`config.mk`:
```
export PLATFORM = sky130hd
export DESIGN_NAME = archive_record_parser_pearson_top
export DESIGN_NICKNAME = d
export VERILOG_FILES = /design/src/design/arp_pkg.sv /design/src/design/arp_in_stage.sv /design/src/design/arp_core.sv /design/src/design/arp_out_stage.sv /design/src/design/archive_record_parser_pearson_top.sv
export SDC_FILE = /design/constraint.sdc
export NUM_CORES = 1
export LEC_CHECK = 0
export ABC_AREA = 1
export BUFFER_PORTS_ARGS = -buffer_cell sky130_fd_sc_hd__buf_4
export CAP_MARGIN = 20
export CORE_MARGIN = 5
export CORE_UTILIZATION = 30
export CTS_BUF_LIST = sky130_fd_sc_hd__clkbuf_4 sky130_fd_sc_hd__clkbuf_8
export DETAILED_ROUTE_END_ITERATION = 8
export HOLD_SLACK_MARGIN = 0.05
export PLACE_DENSITY = 0.57
export SETUP_SLACK_MARGIN = 0.3
export SLEW_MARGIN = 15
export SYNTH_ARGS = -nofsm -noshare
export SYNTH_HDL_FRONTEND = slang
export SYNTH_SLANG_ARGS = --single-unit
```
`constraint.sdc`:
```
create_clock -name clk -period 12.5 [get_ports clk]
set_input_delay 0.625 -clock clk [delete_from_list [all_inputs] [get_ports clk]]
set_output_delay 0.625 -clock clk [all_outputs]
set_load 0.02 [all_outputs]
```
`src/design/arp_pkg.sv`:
```
// Shared types, constants and the Pearson hash table for the archive record parser.
`timescale 1ns / 1ps
package arp_pkg;

  localparam int unsigned COUNT_W = 48;

  localparam logic [7:0] MAGIC_RESET = 8'd66;

  // Header field lengths in bytes
  localparam logic [COUNT_W-1:0] MODE_BYTES = 48'd3;
  localparam logic [COUNT_W-1:0] PLEN_BYTES = 48'd2;
  localparam logic [COUNT_W-1:0] CLEN_BYTES = 48'd6;

  // Parser phase, one-hot
  typedef enum logic [6:0] {
    PH_MAGIC = 7'b0000001,
    PH_MODE  = 7'b0000010,
    PH_PLEN  = 7'b0000100,
    PH_CLEN  = 7'b0001000,
    PH_PATH  = 7'b0010000,
    PH_DATA  = 7'b0100000,
    PH_HASH  = 7'b1000000
  } phase_t;

  // Byte classification reported with every result beat
  typedef enum logic [2:0] {
    KIND_MAGIC = 3'd0,
    KIND_MODE  = 3'd1,
    KIND_PLEN  = 3'd2,
    KIND_CLEN  = 3'd3,
    KIND_PATH  = 3'd4,
    KIND_DATA  = 3'd5,
    KIND_HASH  = 3'd6,
    KIND_BAD   = 3'd7
  } kind_t;

  typedef struct packed {
    kind_t              kind;
    logic [7:0]         byte_out;
    logic [COUNT_W-1:0] offset;
    logic [23:0]        mode_value;
    logic [15:0]        path_length;
    logic [COUNT_W-1:0] body_length;
    logic [7:0]         computed_hash;
    logic               hash_ok;
    logic               end_of_record;
  } result_t;

  // Fixed Pearson permutation
  localparam logic [7:0] PEARSON_TABLE [256] = '{
    8'd241, 8'd18,  8'd181, 8'd164, 8'd92,  8'd237, 8'd100, 8'd216,
    8'd183, 8'd107, 8'd2,   8'd12,  8'd43,  8'd246, 8'd90,  8'd143,
    8'd251, 8'd49,  8'd228, 8'd134, 8'd215, 8'd20,  8'd193, 8'd172,
    8'd140, 8'd227, 8'd148, 8'd118, 8'd57,  8'd72,  8'd119, 8'd174,
    8'd78,  8'd14,  8'd97,  8'd3,   8'd208, 8'd252, 8'd11,  8'd195,
    8'd31,  8'd28,  8'd121, 8'd206, 8'd149, 8'd23,  8'd83,  8'd154,
    8'd223, 8'd109, 8'd89,  8'd10,  8'd178, 8'd243, 8'd42,  8'd194,
    8'd221, 8'd131, 8'd212, 8'd94,  8'd205, 8'd240, 8'd161, 8'd7,
    8'd62,  8'd214, 8'd222, 8'd219, 8'd1,   8'd84,  8'd95,  8'd58,
    8'd103, 8'd60,  8'd33,  8'd111, 8'd188, 8'd218, 8'd186, 8'd166,
    8'd146, 8'd189, 8'd201, 8'd155, 8'd68,  8'd145, 8'd44,  8'd163,
    8'd69,  8'd196, 8'd115, 8'd231, 8'd61,  8'd157, 8'd165, 8'd213,
    8'd139, 8'd112, 8'd173, 8'd191, 8'd142, 8'd88,  8'd106, 8'd250,
    8'd8,   8'd127, 8'd26,  8'd126, 8'd0,   8'd96,  8'd52,  8'd182,
    8'd113, 8'd38,  8'd242, 8'd48,  8'd204, 8'd160, 8'd15,  8'd54,
    8'd158, 8'd192, 8'd81,  8'd125, 8'd245, 8'd239, 8'd101, 8'd17,
    8'd136, 8'd110, 8'd24,  8'd53,  8'd132, 8'd117, 8'd102, 8'd153,
    8'd226, 8'd4,   8'd203, 8'd199, 8'd16,  8'd249, 8'd211, 8'd167,
    8'd55,  8'd255, 8'd254, 8'd116, 8'd122, 8'd13,  8'd236, 8'd93,
    8'd144, 8'd86,  8'd59,  8'd76,  8'd150, 8'd162, 8'd207, 8'd77,
    8'd176, 8'd32,  8'd124, 8'd171, 8'd29,  8'd45,  8'd30,  8'd67,
    8'd184, 8'd51,  8'd22,  8'd105, 8'd170, 8'd253, 8'd180, 8'd187,
    8'd130, 8'd156, 8'd98,  8'd159, 8'd220, 8'd40,  8'd133, 8'd135,
    8'd114, 8'd147, 8'd75,  8'd73,  8'd210, 8'd21,  8'd129, 8'd39,
    8'd138, 8'd91,  8'd41,  8'd235, 8'd47,  8'd185, 8'd9,   8'd82,
    8'd64,  8'd87,  8'd244, 8'd50,  8'd74,  8'd233, 8'd175, 8'd247,
    8'd120, 8'd6,   8'd169, 8'd85,  8'd66,  8'd104, 8'd80,  8'd71,
    8'd230, 8'd152, 8'd225, 8'd34,  8'd248, 8'd198, 8'd63,  8'd168,
    8'd179, 8'd141, 8'd137, 8'd5,   8'd19,  8'd79,  8'd232, 8'd128,
    8'd202, 8'd46,  8'd70,  8'd37,  8'd209, 8'd217, 8'd123, 8'd27,
    8'd177, 8'd25,  8'd56,  8'd65,  8'd229, 8'd36,  8'd197, 8'd234,
    8'd108, 8'd35,  8'd151, 8'd238, 8'd200, 8'd224, 8'd99,  8'd190
  };

endpackage

```
`src/design/arp_in_stage.sv`:
```
// Input register stage: holds one accepted byte until the parser takes it.
`timescale 1ns / 1ps
module arp_in_stage (
  input  logic       clk,
  input  logic       rst,
  input  logic       in_valid,
  output logic       in_stall,
  input  logic [7:0] data_byte,
  input  logic       out_free,
  output logic       s1_valid,
  output logic [7:0] s1_byte
);

  logic fire;

  // Stall only while a byte is held and the result side cannot take it
  assign fire     = s1_valid && out_free;
  assign in_stall = s1_valid && !out_free;

  // Load a new beat, or drop the held one once the parser has used it
  always_ff @(posedge clk) begin
    if (rst) begin
      s1_valid <= 1'b0;
    end else if (in_valid && !in_stall) begin
      s1_valid <= 1'b1;
    end else if (fire) begin
      s1_valid <= 1'b0;
    end
  end

  always_ff @(posedge clk) begin
    if (in_valid && !in_stall) begin
      s1_byte <= data_byte;
    end
  end

endmodule

```
`src/design/arp_core.sv`:
```
// Record parser state, Pearson hash update and per-byte classification.
`timescale 1ns / 1ps
module arp_core (
  input  logic              clk,
  input  logic              rst,
  input  logic              cfg_we,
  input  logic [7:0]        cfg_data,
  input  logic              fire,
  input  logic [7:0]        data_byte,
  output arp_pkg::result_t  res
);

  arp_pkg::phase_t                phase, phase_next;
  logic [arp_pkg::COUNT_W-1:0]    field_count, count_next, count_inc;
  logic [23:0]                    mode_reg, mode_next;
  logic [15:0]                    path_len_reg, plen_next;
  logic [arp_pkg::COUNT_W-1:0]    content_len_reg, clen_next, clen_shift;
  logic [7:0]                     running_hash, hash_next, mix;
  logic [7:0]                     magic_value;

  assign count_inc  = field_count + 48'd1;
  assign mix        = arp_pkg::PEARSON_TABLE[running_hash ^ data_byte];
  assign clen_shift = {content_len_reg[39:0], data_byte};

  // Classify the byte and work out the next state
  always_comb begin
    phase_next = phase;
    count_next = field_count;
    mode_next  = mode_reg;
    plen_next  = path_len_reg;
    clen_next  = content_len_reg;
    hash_next  = running_hash;
    res          = '0;
    res.byte_out = data_byte;
    res.kind     = arp_pkg::KIND_BAD;
    unique case (phase)
      arp_pkg::PH_MAGIC: begin
        if (data_byte == magic_value) begin
          res.kind   = arp_pkg::KIND_MAGIC;
          mode_next  = '0;
          plen_next  = '0;
          clen_next  = '0;
          count_next = '0;
          hash_next  = arp_pkg::PEARSON_TABLE[data_byte];
          phase_next = arp_pkg::PH_MODE;
        end
      end
      arp_pkg::PH_MODE: begin
        res.kind   = arp_pkg::KIND_MODE;
        res.offset = field_count;
        hash_next  = mix;
        mode_next  = {mode_reg[15:0], data_byte};
        if (count_inc >= arp_pkg::MODE_BYTES) begin
          count_next = '0;
          phase_next = arp_pkg::PH_PLEN;
        end else begin
          count_next = count_inc;
        end
      end
      arp_pkg::PH_PLEN: begin
        res.kind   = arp_pkg::KIND_PLEN;
        res.offset = field_count;
        hash_next  = mix;
        plen_next  = {path_len_reg[7:0], data_byte};
        if (count_inc >= arp_pkg::PLEN_BYTES) begin
          count_next = '0;
          phase_next = arp_pkg::PH_CLEN;
        end else begin
          count_next = count_inc;
        end
      end
      arp_pkg::PH_CLEN: begin
        res.kind   = arp_pkg::KIND_CLEN;
        res.offset = field_count;
        hash_next  = mix;
        clen_next  = clen_shift;
        if (count_inc >= arp_pkg::CLEN_BYTES) begin
          count_next = '0;
          // Skip empty path and content phases
          if (path_len_reg != 16'd0) begin
            phase_next = arp_pkg::PH_PATH;
          end else if (clen_shift != '0) begin
            phase_next = arp_pkg::PH_DATA;
          end else begin
            phase_next = arp_pkg::PH_HASH;
          end
        end else begin
          count_next = count_inc;
        end
      end
      arp_pkg::PH_PATH: begin
        res.kind   = arp_pkg::KIND_PATH;
        res.offset = field_count;
        hash_next  = mix;
        if (count_inc >= {32'd0, path_len_reg}) begin
          count_next = '0;
          phase_next = (content_len_reg != '0) ? arp_pkg::PH_DATA : arp_pkg::PH_HASH;
        end else begin
          count_next = count_inc;
        end
      end
      arp_pkg::PH_DATA: begin
        res.kind   = arp_pkg::KIND_DATA;
        res.offset = field_count;
        hash_next  = mix;
        if (count_inc >= content_len_reg) begin
          count_next = '0;
          phase_next = arp_pkg::PH_HASH;
        end else begin
          count_next = count_inc;
        end
      end
      arp_pkg::PH_HASH: begin
        res.kind           = arp_pkg::KIND_HASH;
        res.mode_value     = mode_reg;
        res.path_length    = path_len_reg;
        res.body_length    = content_len_reg;
        res.computed_hash  = running_hash;
        res.hash_ok        = (data_byte == running_hash);
        res.end_of_record  = 1'b1;
        count_next         = '0;
        phase_next         = arp_pkg::PH_MAGIC;
      end
      default: begin
        phase_next = arp_pkg::PH_MAGIC;
      end
    endcase
  end

  // Advance state on each beat the parser consumes
  always_ff @(posedge clk) begin
    if (rst) begin
      phase           <= arp_pkg::PH_MAGIC;
      field_count     <= '0;
      mode_reg        <= '0;
      path_len_reg    <= '0;
      content_len_reg <= '0;
      running_hash    <= '0;
      magic_value     <= arp_pkg::MAGIC_RESET;
    end else begin
      if (cfg_we) begin
        magic_value <= cfg_data;
      end
      if (fire) begin
        phase           <= phase_next;
        field_count     <= count_next;
        mode_reg        <= mode_next;
        path_len_reg    <= plen_next;
        content_len_reg <= clen_next;
        running_hash    <= hash_next;
      end
    end
  end

`ifndef SYNTHESIS
  a_hash_closes_record: assert property (@(posedge clk) disable iff (rst)
    fire && phase == arp_pkg::PH_HASH |=> phase == arp_pkg::PH_MAGIC && field_count == '0)
    else $error("hash byte did not return the parser to magic");
  a_mode_count: assert property (@(posedge clk) disable iff (rst)
    phase == arp_pkg::PH_MODE |-> field_count < arp_pkg::MODE_BYTES)
    else $error("mode byte count out of range");
  a_path_nonempty: assert property (@(posedge clk) disable iff (rst)
    phase == arp_pkg::PH_PATH |-> path_len_reg != 16'd0 && field_count < {32'd0, path_len_reg})
    else $error("path phase entered with empty or overrun path");
  a_data_nonempty: assert property (@(posedge clk) disable iff (rst)
    phase == arp_pkg::PH_DATA |-> content_len_reg != '0 && field_count < content_len_reg)
    else $error("content phase entered with empty or overrun content");
`endif

endmodule

```
`src/design/arp_out_stage.sv`:
```
// Result register stage: holds one result beat until the receiver takes it.
`timescale 1ns / 1ps
module arp_out_stage (
  input  logic             clk,
  input  logic             rst,
  input  logic             load,
  input  arp_pkg::result_t res_in,
  output logic             out_free,
  output logic             out_valid,
  input  logic             out_stall,
  output arp_pkg::result_t res_out
);

  assign out_free = !out_valid || !out_stall;

  // Take a new result, or drop the one just delivered
  always_ff @(posedge clk) begin
    if (rst) begin
      out_valid <= 1'b0;
    end else if (load) begin
      out_valid <= 1'b1;
    end else if (!out_stall) begin
      out_valid <= 1'b0;
    end
  end

  always_ff @(posedge clk) begin
    if (load) begin
      res_out <= res_in;
    end
  end

endmodule

```
`src/design/archive_record_parser_pearson_top.sv`:
```
// Top level of the archive record parser with 8-bit Pearson hash.
//
//   channel  | handshake                  | payload
//   ---------+----------------------------+------------------------------------------
//   in       | in_valid / in_stall        | data_byte
//   out      | out_valid / out_stall      | kind, byte_out, offset, mode_value,
//            |                            | path_length, body_length,
//            |                            | computed_hash, hash_ok, end_of_record
//   cfg      | cfg_valid / cfg_ready      | cfg_data (magic byte value)
//
// One byte per cycle sustained while out_stall is low; an accepted byte is held in the
// input register, then parsed into the result register that drives the output.
// Synchronous reset clears the parser to expect a magic byte and sets the magic to 66.
// in_stall rises only when a byte is held and the result register is full and stalled.
// cfg_ready is always high; a write lands at the next edge.
`timescale 1ns / 1ps
module archive_record_parser_pearson_top (
  input  logic        clk,
  input  logic        rst,
  input  logic        cfg_valid,
  output logic        cfg_ready,
  input  logic [7:0]  cfg_data,
  input  logic        in_valid,
  output logic        in_stall,
  input  logic [7:0]  data_byte,
  output logic        out_valid,
  input  logic        out_stall,
  output logic [2:0]  kind,
  output logic [7:0]  byte_out,
  output logic [47:0] offset,
  output logic [23:0] mode_value,
  output logic [15:0] path_length,
  output logic [47:0] body_length,
  output logic [7:0]  computed_hash,
  output logic        hash_ok,
  output logic        end_of_record
);

  logic             out_free;
  logic             s1_valid;
  logic [7:0]       s1_byte;
  logic             fire;
  arp_pkg::result_t res_next;
  arp_pkg::result_t res_out;

  assign cfg_ready = 1'b1;
  assign fire      = s1_valid && out_free;

  arp_in_stage u_in (
    .clk       (clk),
    .rst       (rst),
    .in_valid  (in_valid),
    .in_stall  (in_stall),
    .data_byte (data_byte),
    .out_free  (out_free),
    .s1_valid  (s1_valid),
    .s1_byte   (s1_byte)
  );

  arp_core u_core (
    .clk       (clk),
    .rst       (rst),
    .cfg_we    (cfg_valid && cfg_ready),
    .cfg_data  (cfg_data),
    .fire      (fire),
    .data_byte (s1_byte),
    .res       (res_next)
  );

  arp_out_stage u_out (
    .clk       (clk),
    .rst       (rst),
    .load      (fire),
    .res_in    (res_next),
    .out_free  (out_free),
    .out_valid (out_valid),
    .out_stall (out_stall),
    .res_out   (res_out)
  );

  // Unpack the result beat onto its ports
  assign kind           = res_out.kind;
  assign byte_out       = res_out.byte_out;
  assign offset         = res_out.offset;
  assign mode_value     = res_out.mode_value;
  assign path_length    = res_out.path_length;
  assign body_length    = res_out.body_length;
  assign computed_hash  = res_out.computed_hash;
  assign hash_ok        = res_out.hash_ok;
  assign end_of_record  = res_out.end_of_record;

`ifndef SYNTHESIS
  a_stall_cause: assert property (@(posedge clk) disable iff (rst)
    in_stall |-> out_valid && out_stall && s1_valid)
    else $error("input stalled without a blocked result");
  a_fire_fills_out: assert property (@(posedge clk) disable iff (rst)
    fire |=> out_valid)
    else $error("parsed beat did not reach the result register");
  a_summary_on_hash_only: assert property (@(posedge clk) disable iff (rst)
    out_valid && res_out.kind != arp_pkg::KIND_HASH |->
      !res_out.end_of_record && !res_out.hash_ok && res_out.computed_hash == 8'd0)
    else $error("record summary on a non-hash beat");
`endif

endmodule
```
# Word-level counts from Yosys, hierarchy flattened
# Memory sizes are Yosys's and may differ from the RTL's.
# Cells that the tools add are included.
[totals] rom_bits=4096 in_bits=21 memories=2 ff_bits=326 wordCells=107
[memory_table] name="(name not given)" depth=256 word_bits=8 rd=1 rd_ports_with_merged_regs=0 wr=0 line="arp_core.sv:22" text="assign mix = arp_pkg::PEARSON_TABLE[running_hash ^ data_byte];"
[memory_table] name="(name not given)" depth=256 word_bits=8 rd=1 rd_ports_with_merged_regs=0 wr=0 line="arp_core.sv:44" text="hash_next = arp_pkg::PEARSON_TABLE[data_byte];"
[op_classes] order_cmp=7 bitwise=3 eq_ne=16 add_sub_neg=1 muxes=35 reduce_logical=24
[op_table] op="48-bit case mux with 7 select lines" count=1
[op_table] op="48-bit two-way mux" count=6
[op_table] op="48-bit by 2-bit greater-or-equal comparator with 1-bit output, second input constant" count=2
[op_table] op="48-bit case mux with 2 select lines" count=1
[op_table] op="48-bit nonzero test" count=2
[op_table] op="7-bit two-way mux" count=9
[op_table] op="48-bit by 1-bit adder with 48-bit output, second input constant" count=1
[op_table] op="48-bit by 16-bit greater-or-equal comparator with 1-bit output" count=1
[op_table] op="48-bit by 3-bit greater-or-equal comparator with 1-bit output, second input constant" count=1
[op_table] op="48-bit greater-or-equal comparator" count=1
[op_table] op="24-bit case mux with 2 select lines" count=1
[op_table] op="7-bit case mux with 6 select lines" count=1
[op_table] op="8-bit two-way mux" count=5
[op_table] op="16-bit case mux with 2 select lines" count=1
[op_table] op="24-bit two-way mux" count=1
[op_table] op="3-bit case mux with 7 select lines" count=1
[op_table] op="9-bit greater-or-equal comparator, second input constant" count=2
[op_table] op="8-bit inverter with 9-bit output" count=2
[op_table] op="8-bit == test" count=2
[op_table] op="16-bit two-way mux" count=1
[op_table] op="8-bit case mux with 2 select lines" count=1
[op_table] op="16-bit nonzero test" count=1
[op_table] op="3-bit AND reduction" count=5
[op_table] op="2-bit by 1-bit inequality test with 1-bit output, second input constant" count=7
[op_table] op="other kinds (17)" count=30

# Logic depth before layout (Yosys ltp)
# Gate-level depths: netlist of the first run.
[depth] ltp_word=7 depth_mapped=25 mapped_depth_nobuf=24

# Modules after synthesis
# Synthesis of the first run repeated with hierarchy kept, for this count alone.
[hier_totals] cells_unflattened=2840 hier_area_um2=20825.0
[modules_own_cells] mod="arp_core" seq_area_each_um2=3183.1 instances=1 cells_each=2660 area_each_um2=15766.4
[modules_own_cells] mod="arp_out_stage" seq_area_each_um2=4734.5 instances=1 cells_each=161 area_each_um2=4753.3
[modules_own_cells] mod="arp_in_stage" seq_area_each_um2=260.2 instances=1 cells_each=15 area_each_um2=286.5
[modules_own_cells] mod="archive_record_parser_pearson_top" seq_area_each_um2=0.0 instances=1 cells_each=4 area_each_um2=18.8

# Worst setup path before layout of the first run
# Ideal clock, no wire load.
[synth_path] path_type="input -> register" from="in out_stall" to="reg u_core.field_count[29] (netlist bit)" t_arrival_ns=10.753 slack_ns=1.676 stages=9 setup_time_ns=0.070 required_ns=12.430 path_cell_list="a21oi_1 -> nand2_1 -> inv_1 -> nand2_1 -> nor2_1 -> buf_2 -> buf_2 -> nand3_1 -> a21oi_1"
[synth_via] elab_chain_cells=4
[synth_rtl] item="from (decl)" line="archive_record_parser_pearson_top.sv:27" text="input logic out_stall,"
[synth_rtl] item="1-bit logical NOT" line="arp_out_stage.sv:14" text="assign out_free = !out_valid || !out_stall;"
[synth_rtl] item="1-bit logical OR" line="arp_out_stage.sv:14"
[synth_rtl] item="1-bit logical AND" line="archive_record_parser_pearson_top.sv:47" text="assign fire = s1_valid && out_free;"
[synth_rtl] item="3-bit AND reduction (no line)"
[synth_rtl] item="to (signal assigned)" line="arp_core.sv:146" text="field_count <= count_next;"
[synth_rtl] item="to (decl)" line="arp_core.sv:14" text="logic [arp_pkg::COUNT_W-1:0] field_count, count_next, count_inc;"
# Every way passes these cells.
# A chain may end at the register's enable or synchronous reset.

# Worst setup path in the final report of the first run
[layout_path] from="reg u_core.field_count[0] (netlist bit)" to="reg u_core.field_count[13] (netlist bit)"
[layout_via] elab_chain_cells=4 elab_cells_between_ends=12 classes_between="1 x add/sub; 5 x order compare; 6 x mux"
[layout_rtl] item="48-bit by 1-bit adder with 48-bit output *" line="arp_core.sv:21" text="assign count_inc = field_count + 48'd1;"
[layout_rtl] item="48-bit greater-or-equal comparator (tied with other cells)" line="arp_core.sv:106" text="if (count_inc >= content_len_reg) begin"
[layout_rtl] item="48-bit two-way mux (on tied branches)"
[layout_rtl] item="48-bit case mux with 7 select lines *" line="arp_core.sv:36" text="unique case (phase)"
# Mark *: on every way between the ends. The rest lies on a longest branch, timed or not.

==> metrics, run 1 <==
WS Path Type=flip-flop to flip-flop; Initial Utilization=roughly 30%; CTS Sinks=around 330; final hold vios=0; Total Routing Usage GR=22.2%; RSZ-0062 raised after global routing=false; cell area after synthesis=20,700 um^2; worst-path cell chain=nand3_1 -> nor3_4 -> inv_1 -> nor2_2 -> nand2_1 -> xor2_1 -> inv_1 -> ha_1 -> nand2_1 -> inv_1 -> nand3_1 -> nor3_1 -> nand4_1 -> nor2_1 -> a21oi_1 -> nand2_1 -> nand2_1 -> nand2_1 -> nand2_2 -> nand3_1 -> a21oi_1; slowest cell delay on critical path=0.69 ns; clock skew=0.0805 ns; Num CTS Buffers=60; die area=between 70,000 and 80,000 um^2; Routed Antenna Nets=0; most common cell after layout, fill and taps aside=nand2_1; Synth Area in Compound Gates=16.2%; Max Fclk=222 MHz; CTS tree=done; clock share of power=between 40% and 50%; share of power burned in registers=a little over two fifths; Critical Path RT=13.03 ns; sw power=about 820 uW; cell mode on critical path=nand2_1; fin cells=3,966; XOR/XNOR Fraction of Synth Area=under 10%; DR vias/cell=roughly 5.4; status=complete, no violations; crit share post-route=36.0%; crit path max fanout=48; Slew @ Worst Pin=approximately 1.1 ns; Synth Flop Type=edfxtp_1; warnings from Yosys=0; Setup Viol. Count Final=0; die height=272 um; combinational share of power=15.1%; postcts setup bufs=0; Seq cells post-synth=326; pwr dens=113 nW/um^2; largest net degree at the start of global routing=95; Layout area overhead=17.3%; mux share of post-synthesis cell area=0%; Slowest cell on crit path=nand2_2; via count=21,400; Post-Syn Instances=2,900; largest family of logic cells by synthesized area=simple AND/OR/NAND/NOR gates; switching portion of total power=30.0%; IO buf count=179; routability cong.=1.02; Net Count, Synth=3,014; final net count=roughly 3,100; H-tree levels=2; max FFs per register=157; Pre-antenna DRT Iters=6; root buffer cell=clkbuf_8; worst skew pair latency=0.71 ns; vias in the first global route=approximately 20,000; Slew Viols, Final=0; area of the multi-input gates=10,700 um^2; Netlist cell types=51; Maximum Capacitance Violations=0; Leak Pwr=9.57 nW; final hold slack=0.161 ns; dpl cells=about 3,900; VDD IR max=0.0722 mV; Slew headroom=26.4%; Synth Area in Simple Gates=about 28%; routed len/inst=21.7 um; hold crit path type=input port to flip-flop; Period minus WS final=4.50 ns; CP endpoint kind=flip-flop; crit path DAT=5.03 ns; EDFF count, synth=around 170; Overflow after GRT=0; most frequent cells in the layout=nand2_1, nor2_1, inv_1, a21oi_1; Worst Setup Start Kind=flip-flop; initial antenna violation count=1; Synth Area per Inst=about 7.1 um^2; DRT Wirelength=86,100 um; Bufs on Longest Clock Path=3; internal power=1.92 mW; Top Ports=181; CTS Hold Buffers Added=0; Post-CTS Resized=0; drt drc=0; layout cells sized above 1=11.4%; first-pass GRT wire length=129,000 um; TNS Setup=0 ns; Synth Area in Adders=5.63%; Seq/Total Area, Yosys=around two fifths; Reg area=8180 um^2; HPWL Detailed=61,200 um; die width=272 um; row cnt=96; initial detailed-routing violation count=2,891; asr flop ratio synth=0%; # fillers=7,452; clock transition at the registers of the reported paths=approximately 0.060 ns; Core Area=68,500 um^2
[per-layer routing]
layer / up-vias / share of wire [%] / track usage, %
li1: 10000 / - / -
met1: 10000 / 42 / 29.8
met2: 1131 / 44 / 35.0
met3: 248 / 9.1 / 4.62
met4: 0 / 4.4 / 8.79
met5: - / 0 / 0
[cells by family after synthesis]
kind of cell / Yosys count
simple gates: 1389
compound gates: 574
buf+inv: 478
flops: 326
fa+ha+maj: 93
xor+xnor: 39
other cells: 1
[cell usage after synthesis, types with 21 or more instances]
library cell / n / share of area, %
a21oi_1: 238 / 5.8
a31oi_1: 24 / 0.73
buf_1: 24 / 0.44
clkbuf_1: 108 / 2.0
dfxtp_1: 161 / 16
edfxtp_1: 165 / 24
ha_1: 93 / 5.6
inv_1: 322 / 5.9
nand2_1: 663 / 12
nand3_1: 215 / 5.2
nand4_1: 53 / 1.6
nor2_1: 384 / 7.0
nor3_1: 40 / 0.97
o211ai_1: 48 / 1.7
o21ai_0: 156 / 3.8
o22ai_1: 21 / 0.64
o311ai_0: 22 / 0.93
xor2_1: 27 / 1.1
[area by class of cell]
class | count | share of cell area [%]
antenna | 1 | 0.0103
clock buffer | 77 | 4.04
clock inverter | 37 | 1.66
inverter | 332 | 5.15
multi-input combinational | 2096 | 44.2
sequential | 326 | 33.8
tap | 882 | 4.56
timing repair buffer | 215 | 6.66
[per-stage QoR]
stage	setup slack, ns	instance area (um^2)	power, mW	utilization (%)
2_1_floorplan	1.68	20700	1.42	-
3_3_place_gp	8.23	22800	1.58	33.4
3_5_place_dp	8.09	22800	1.57	33.4
4_1_cts	8.07	24200	2.76	35.4
5_1_grt	7.50	24200	2.84	35.4
6_report	8.00	24200	2.74	35.4
[power groups by stage]
stage / Clock, mW / Combinational (mW) / Sequential [mW]
after floorplan: 0 / 0.220 / 1.20
after global placement: 0 / 0.410 / 1.17
after detailed placement: 0 / 0.395 / 1.17
after CTS: 1.21 / 0.396 / 1.15
after global routing: 1.26 / 0.433 / 1.15
final: 1.18 / 0.413 / 1.15
[critical path: cells and delay by family, from the launching register on]
kind | cells | cell delay (ns)
xor+xnor | 1 | 0.20
flops | 1 | 0.44
simple gates | 14 | 2.95
buf+inv | 3 | 0.29
fa+ha+maj | 1 | 0.31
compound gates | 2 | 0.16
[path summary, 6_finish.rpt]
kind                            slack, ns                     end                   from  depth (start not counted)
worst max-delay path                 8.00  u_core.field_count[13]  u_core.field_count[0]                         21
worst min-delay path                 0.16         u_in.s1_byte[5]           data_byte[5]                          1
worst min register to register       0.45      u_out.res_out[151]        u_in.s1_byte[5]                          0
worst max register to register       8.00  u_core.field_count[13]  u_core.field_count[0]                         21
(Power assumes the default switching activity.)
==> inputs of run 2 (changes only) <==
--- a/config.mk
+++ b/config.mk
@@ -5,7 +5,7 @@
 export SDC_FILE = /design/constraint.sdc
 export NUM_CORES = 1
 export LEC_CHECK = 0
-export ABC_AREA = 1
+export ABC_AREA = 0
 export BUFFER_PORTS_ARGS = -buffer_cell sky130_fd_sc_hd__buf_4
 export CAP_MARGIN = 20
 export CORE_MARGIN = 5
==> constraint.sdc (replaced) <==
create_clock -name clk -period 4.45 [get_ports clk]
set_input_delay 0.2225 -clock clk [delete_from_list [all_inputs] [get_ports clk]]
set_output_delay 0.2225 -clock clk [all_outputs]
set_load 0.02 [all_outputs]
==> run 2 against run 1 <==
Compared with the run above: sequential share of layout area down 4.2 points; clock power grew to 2.9 times the previous value; register-to-register slack worse by 7.8 ns; synthesized cell count is 8.8% lower; power rose to 2.9 times the previous value; count of clock-buffer cells in the layout increased by 17; hold slack lost 0.043 ns; flip-flop and latch count unchanged; first-iteration DRC count up 15%; non-clock buffer count up 191; cell area rose by 14%; clock skew is 0.034 ns lower; critical endpoint is now u_core.field_count[14]; largest power group unchanged; highest routed layer unchanged.
==> metrics, run 2 <==
top-count cell post-synth=nor2_1; clock share of power=42.1% (-0.9 points); largest net degree at the start of global routing=141 (+48%); most common cell after layout, fill and taps aside=buf_4; final net count=2,971 (-5.5%); Final Worst Setup Slack=0.219 ns (-7.78 ns); die area=79,200 um^2 (+6.8%); hold crit path type=input port to flip-flop; initial antenna violation count=1 (unchanged); Total Routing Usage GR=21.5% (-0.67 points); routability cong.=0.990 (-2.8%); area of the multi-input gates=13,200 um^2 (+23%); dominant cells by area after synthesis=edfxtp_1, dfxtp_1, nor2_1; pwr dens=289 nW/um^2 (+160%); share of the synthesized area in the top cell type=22.4% (-1.6 points); DR vias/cell=5.86 (+8.4%); CP endpoint kind=flip-flop; Slew @ Worst Pin=1.16 ns (+0.0656 ns); Top Ports=181 (unchanged); H-tree levels=2 (unchanged); final hold vios=0 (unchanged); crit path DAT=4.83 ns (-0.20 ns); initial detailed-routing violation count=3,321 (+15%); via count=22,700 (+5.8%); Bufs on Longest Clock Path=3 (unchanged); IO buf count=179 (unchanged); # fillers=7,381 (-0.95%); clock transition at the registers of the reported paths=0.06 ns (about the same); first-pass GRT wire length=134,000 um (+3.8%); Period minus WS final=4.23 ns (-0.268 ns); sw power=2.33 mW (+180%); root buffer cell=clkbuf_8; Reg area=8200 um^2 (+0.29%); CTS tree=done; pre-CTS setup slack=-0.0635 ns (-8.15 ns); Critical Path RT=5.05 ns (-7.98 ns); internal power=5.68 mW (+200%); Routed Antenna Nets=0 (unchanged); drt drc=0 (unchanged); commonest cells in the netlist=nor2_1, nand2_1, clkbuf_1; Initial Utilization=30.3% (+0.13 points); Maximum Capacitance Violations=0 (unchanged); final hold slack=0.119 ns (-0.0427 ns); Synth Area per Inst=8.36 um^2 (+17%); clock skew=0.0469 ns (-0.0337 ns); Leak Pwr=10.3 nW (+7.3%); HPWL Detailed=63,400 um (+3.5%); crit path max fanout=15 (-69%); cell area after synthesis=22,100 um^2 (+7.0%); Max Fclk=236 MHz (+6.3%); post-synth top area cell=edfxtp_1; status=complete, no violations; Net Count, Synth=2,759 (-8.5%); max FFs per register=157 (unchanged); Pre-antenna DRT Iters=6 (unchanged); crit share post-route=95.1% (+59 points); Slew Viols, Final=0 (unchanged); CTS Sinks=326 (unchanged); asr flop ratio synth=0% (unchanged); Netlist cell types=89 (+75%); Layout area overhead=25.4%; most frequent cells in the layout=buf_4, nor2_1, nand2_1, edfxtp_1, a21oi_1; warnings from Yosys=0 (unchanged); Worst Setup Start Kind=flip-flop; vias in the first global route=21,000 (+3.0%); WS Path Type=flip-flop to flip-flop; share of power burned in registers=40.8% (-1.1 points); RSZ-0062 raised after global routing=true; layout cells sized above 1=23.2% (+12 points); Num CTS Buffers=61 (+1.7%); DRT Wirelength=90,600 um (+5.3%); Setup Viol. Count Final=0 (unchanged); row cnt=99 (+3.1%); switching portion of total power=29.1% (-0.89 points); die width=281 um (+3.3%); EDFF count, synth=165 (unchanged); Seq/Total Area, Yosys=37.0% (-2.6 points); VDD IR max=0.244 mV (+240%); combinational share of power=17.1% (+2.0 points); Synth Flop Type=edfxtp_1; Seq cells post-synth=326 (unchanged); Slew headroom=22.5% (-3.9 points); Post-Syn Instances=2,645 (-8.8%); worst skew pair latency=0.70 ns (about the same); Core Area=73,000 um^2 (+6.6%); Overflow after GRT=0 (unchanged); die height=281 um (+3.3%); routed len/inst=23.4 um (+7.9%)
[run 2: cell count changes after synthesis, moves of 74 or more]
cell,change
a21oi_1,-74
a22oi_1,+90
and2_1,+89
clkbuf_1,+89
inv_1,-233
nand2_1,-432
nand3_1,-156
[run 2: layout make-up]
class / instances / share of cell area (%)
clock inverter: 22 / 1.04
tap: 959 / 4.33
timing repair buffer: 406 / 12.2
sequential: 326 / 29.6
antenna: 2 / 0.0181
multi-input combinational: 1972 / 47.5
inverter: 90 / 1.22
clock buffer: 94 / 4.08
[run 2: routing by layer]
| metal | routed length (um) | global-route usage [%] | up-vias |
|---|---|---|---|
| met5 | 0 | 0 | - |
| met4 | 4530 | 9.18 | 0 |
| met3 | 9400 | 4.60 | 281 |
| met2 | 38800 | 32.4 | 1418 |
| met1 | 37900 | 29.9 | 10700 |
| li1 | - | - | 10200 |
[run 2: cell families after synthesis]
logic type               count (synthesis)  synth area share [%]
AND/OR/NAND/NOR                        973                  21.1
flip-flops                             326                  37.0
XOR/XNOR                                79                  3.19
multiplexers                            41                  2.75
adder cells (fa/ha/maj)                 94                  5.31
buffers and inverters                  347                  6.19
other                                    1                0.0170
AO/OA/AOI/OAI                          784                  24.4
[run 2: repair_timing]
action                                 in CTS  in global routing
gates cloned                                2                  3
setup endpoints to repair                  55                 55
buffers inserted                            7                 10
pin swaps                                   8                 44
hold buffers                               27                  0
endpoints found under the hold margin      18                  0
resized for setup                          46                 82
[run 2: path summary, 6_finish.rpt]
kind / cells after the start / start / slack, ns / to
max: 14 / u_core.field_count[0] / 0.22 / u_core.field_count[14]
min reg2reg: 2 / u_core.mode_reg[18] / 0.49 / u_core.mode_reg[18]
min: 2 / rst / 0.12 / u_out.out_valid
max reg2reg: 14 / u_core.field_count[0] / 0.22 / u_core.field_count[14]
[run 2: worst max-delay path, cell delays in order, from the launching register on]
cell and delay (ns):
dfxtp_2 0.38, ha_4 0.15, nand4_1 0.18, nor4_4 0.43, buf_4 0.21, buf_4 0.11
nand4_1 0.12, xnor2_1 0.21, buf_4 0.18, or4b_1 0.51, or4_1 0.50, a2111oi_4 0.52
buf_4 0.36, o2111ai_1 0.17, o211ai_2 0.10
[run 2: per-stage QoR]
| stage | cell area [um^2] | util, % | TNS (ns) | total power [mW] | instances |
|---|---|---|---|---|---|
| 2_1_floorplan | 22400 | - | -12.45 | 4.14 | 2645 |
| 3_3_place_gp | 25300 | 34.7 | 0 | 4.65 | 3702 |
| 3_5_place_dp | 25300 | 34.7 | -0.211 | 4.63 | 3702 |
| 4_1_cts | 27300 | 37.4 | 0 | 8.05 | 3854 |
| 5_1_grt | 27700 | 38.0 | 0 | 8.31 | 3870 |
| 6_report | 27700 | 38.0 | 0 | 8.01 | 3871 |
[run 2: power by group through the flow]
stage	Combinational (mW)	Clock [mW]	Sequential (mW)
6_report	1.37	3.37	3.27
4_1_cts	1.32	3.46	3.27
3_3_place_gp	1.32	0	3.33
5_1_grt	1.44	3.60	3.27
3_5_place_dp	1.30	0	3.33
2_1_floorplan	0.740	0	3.40
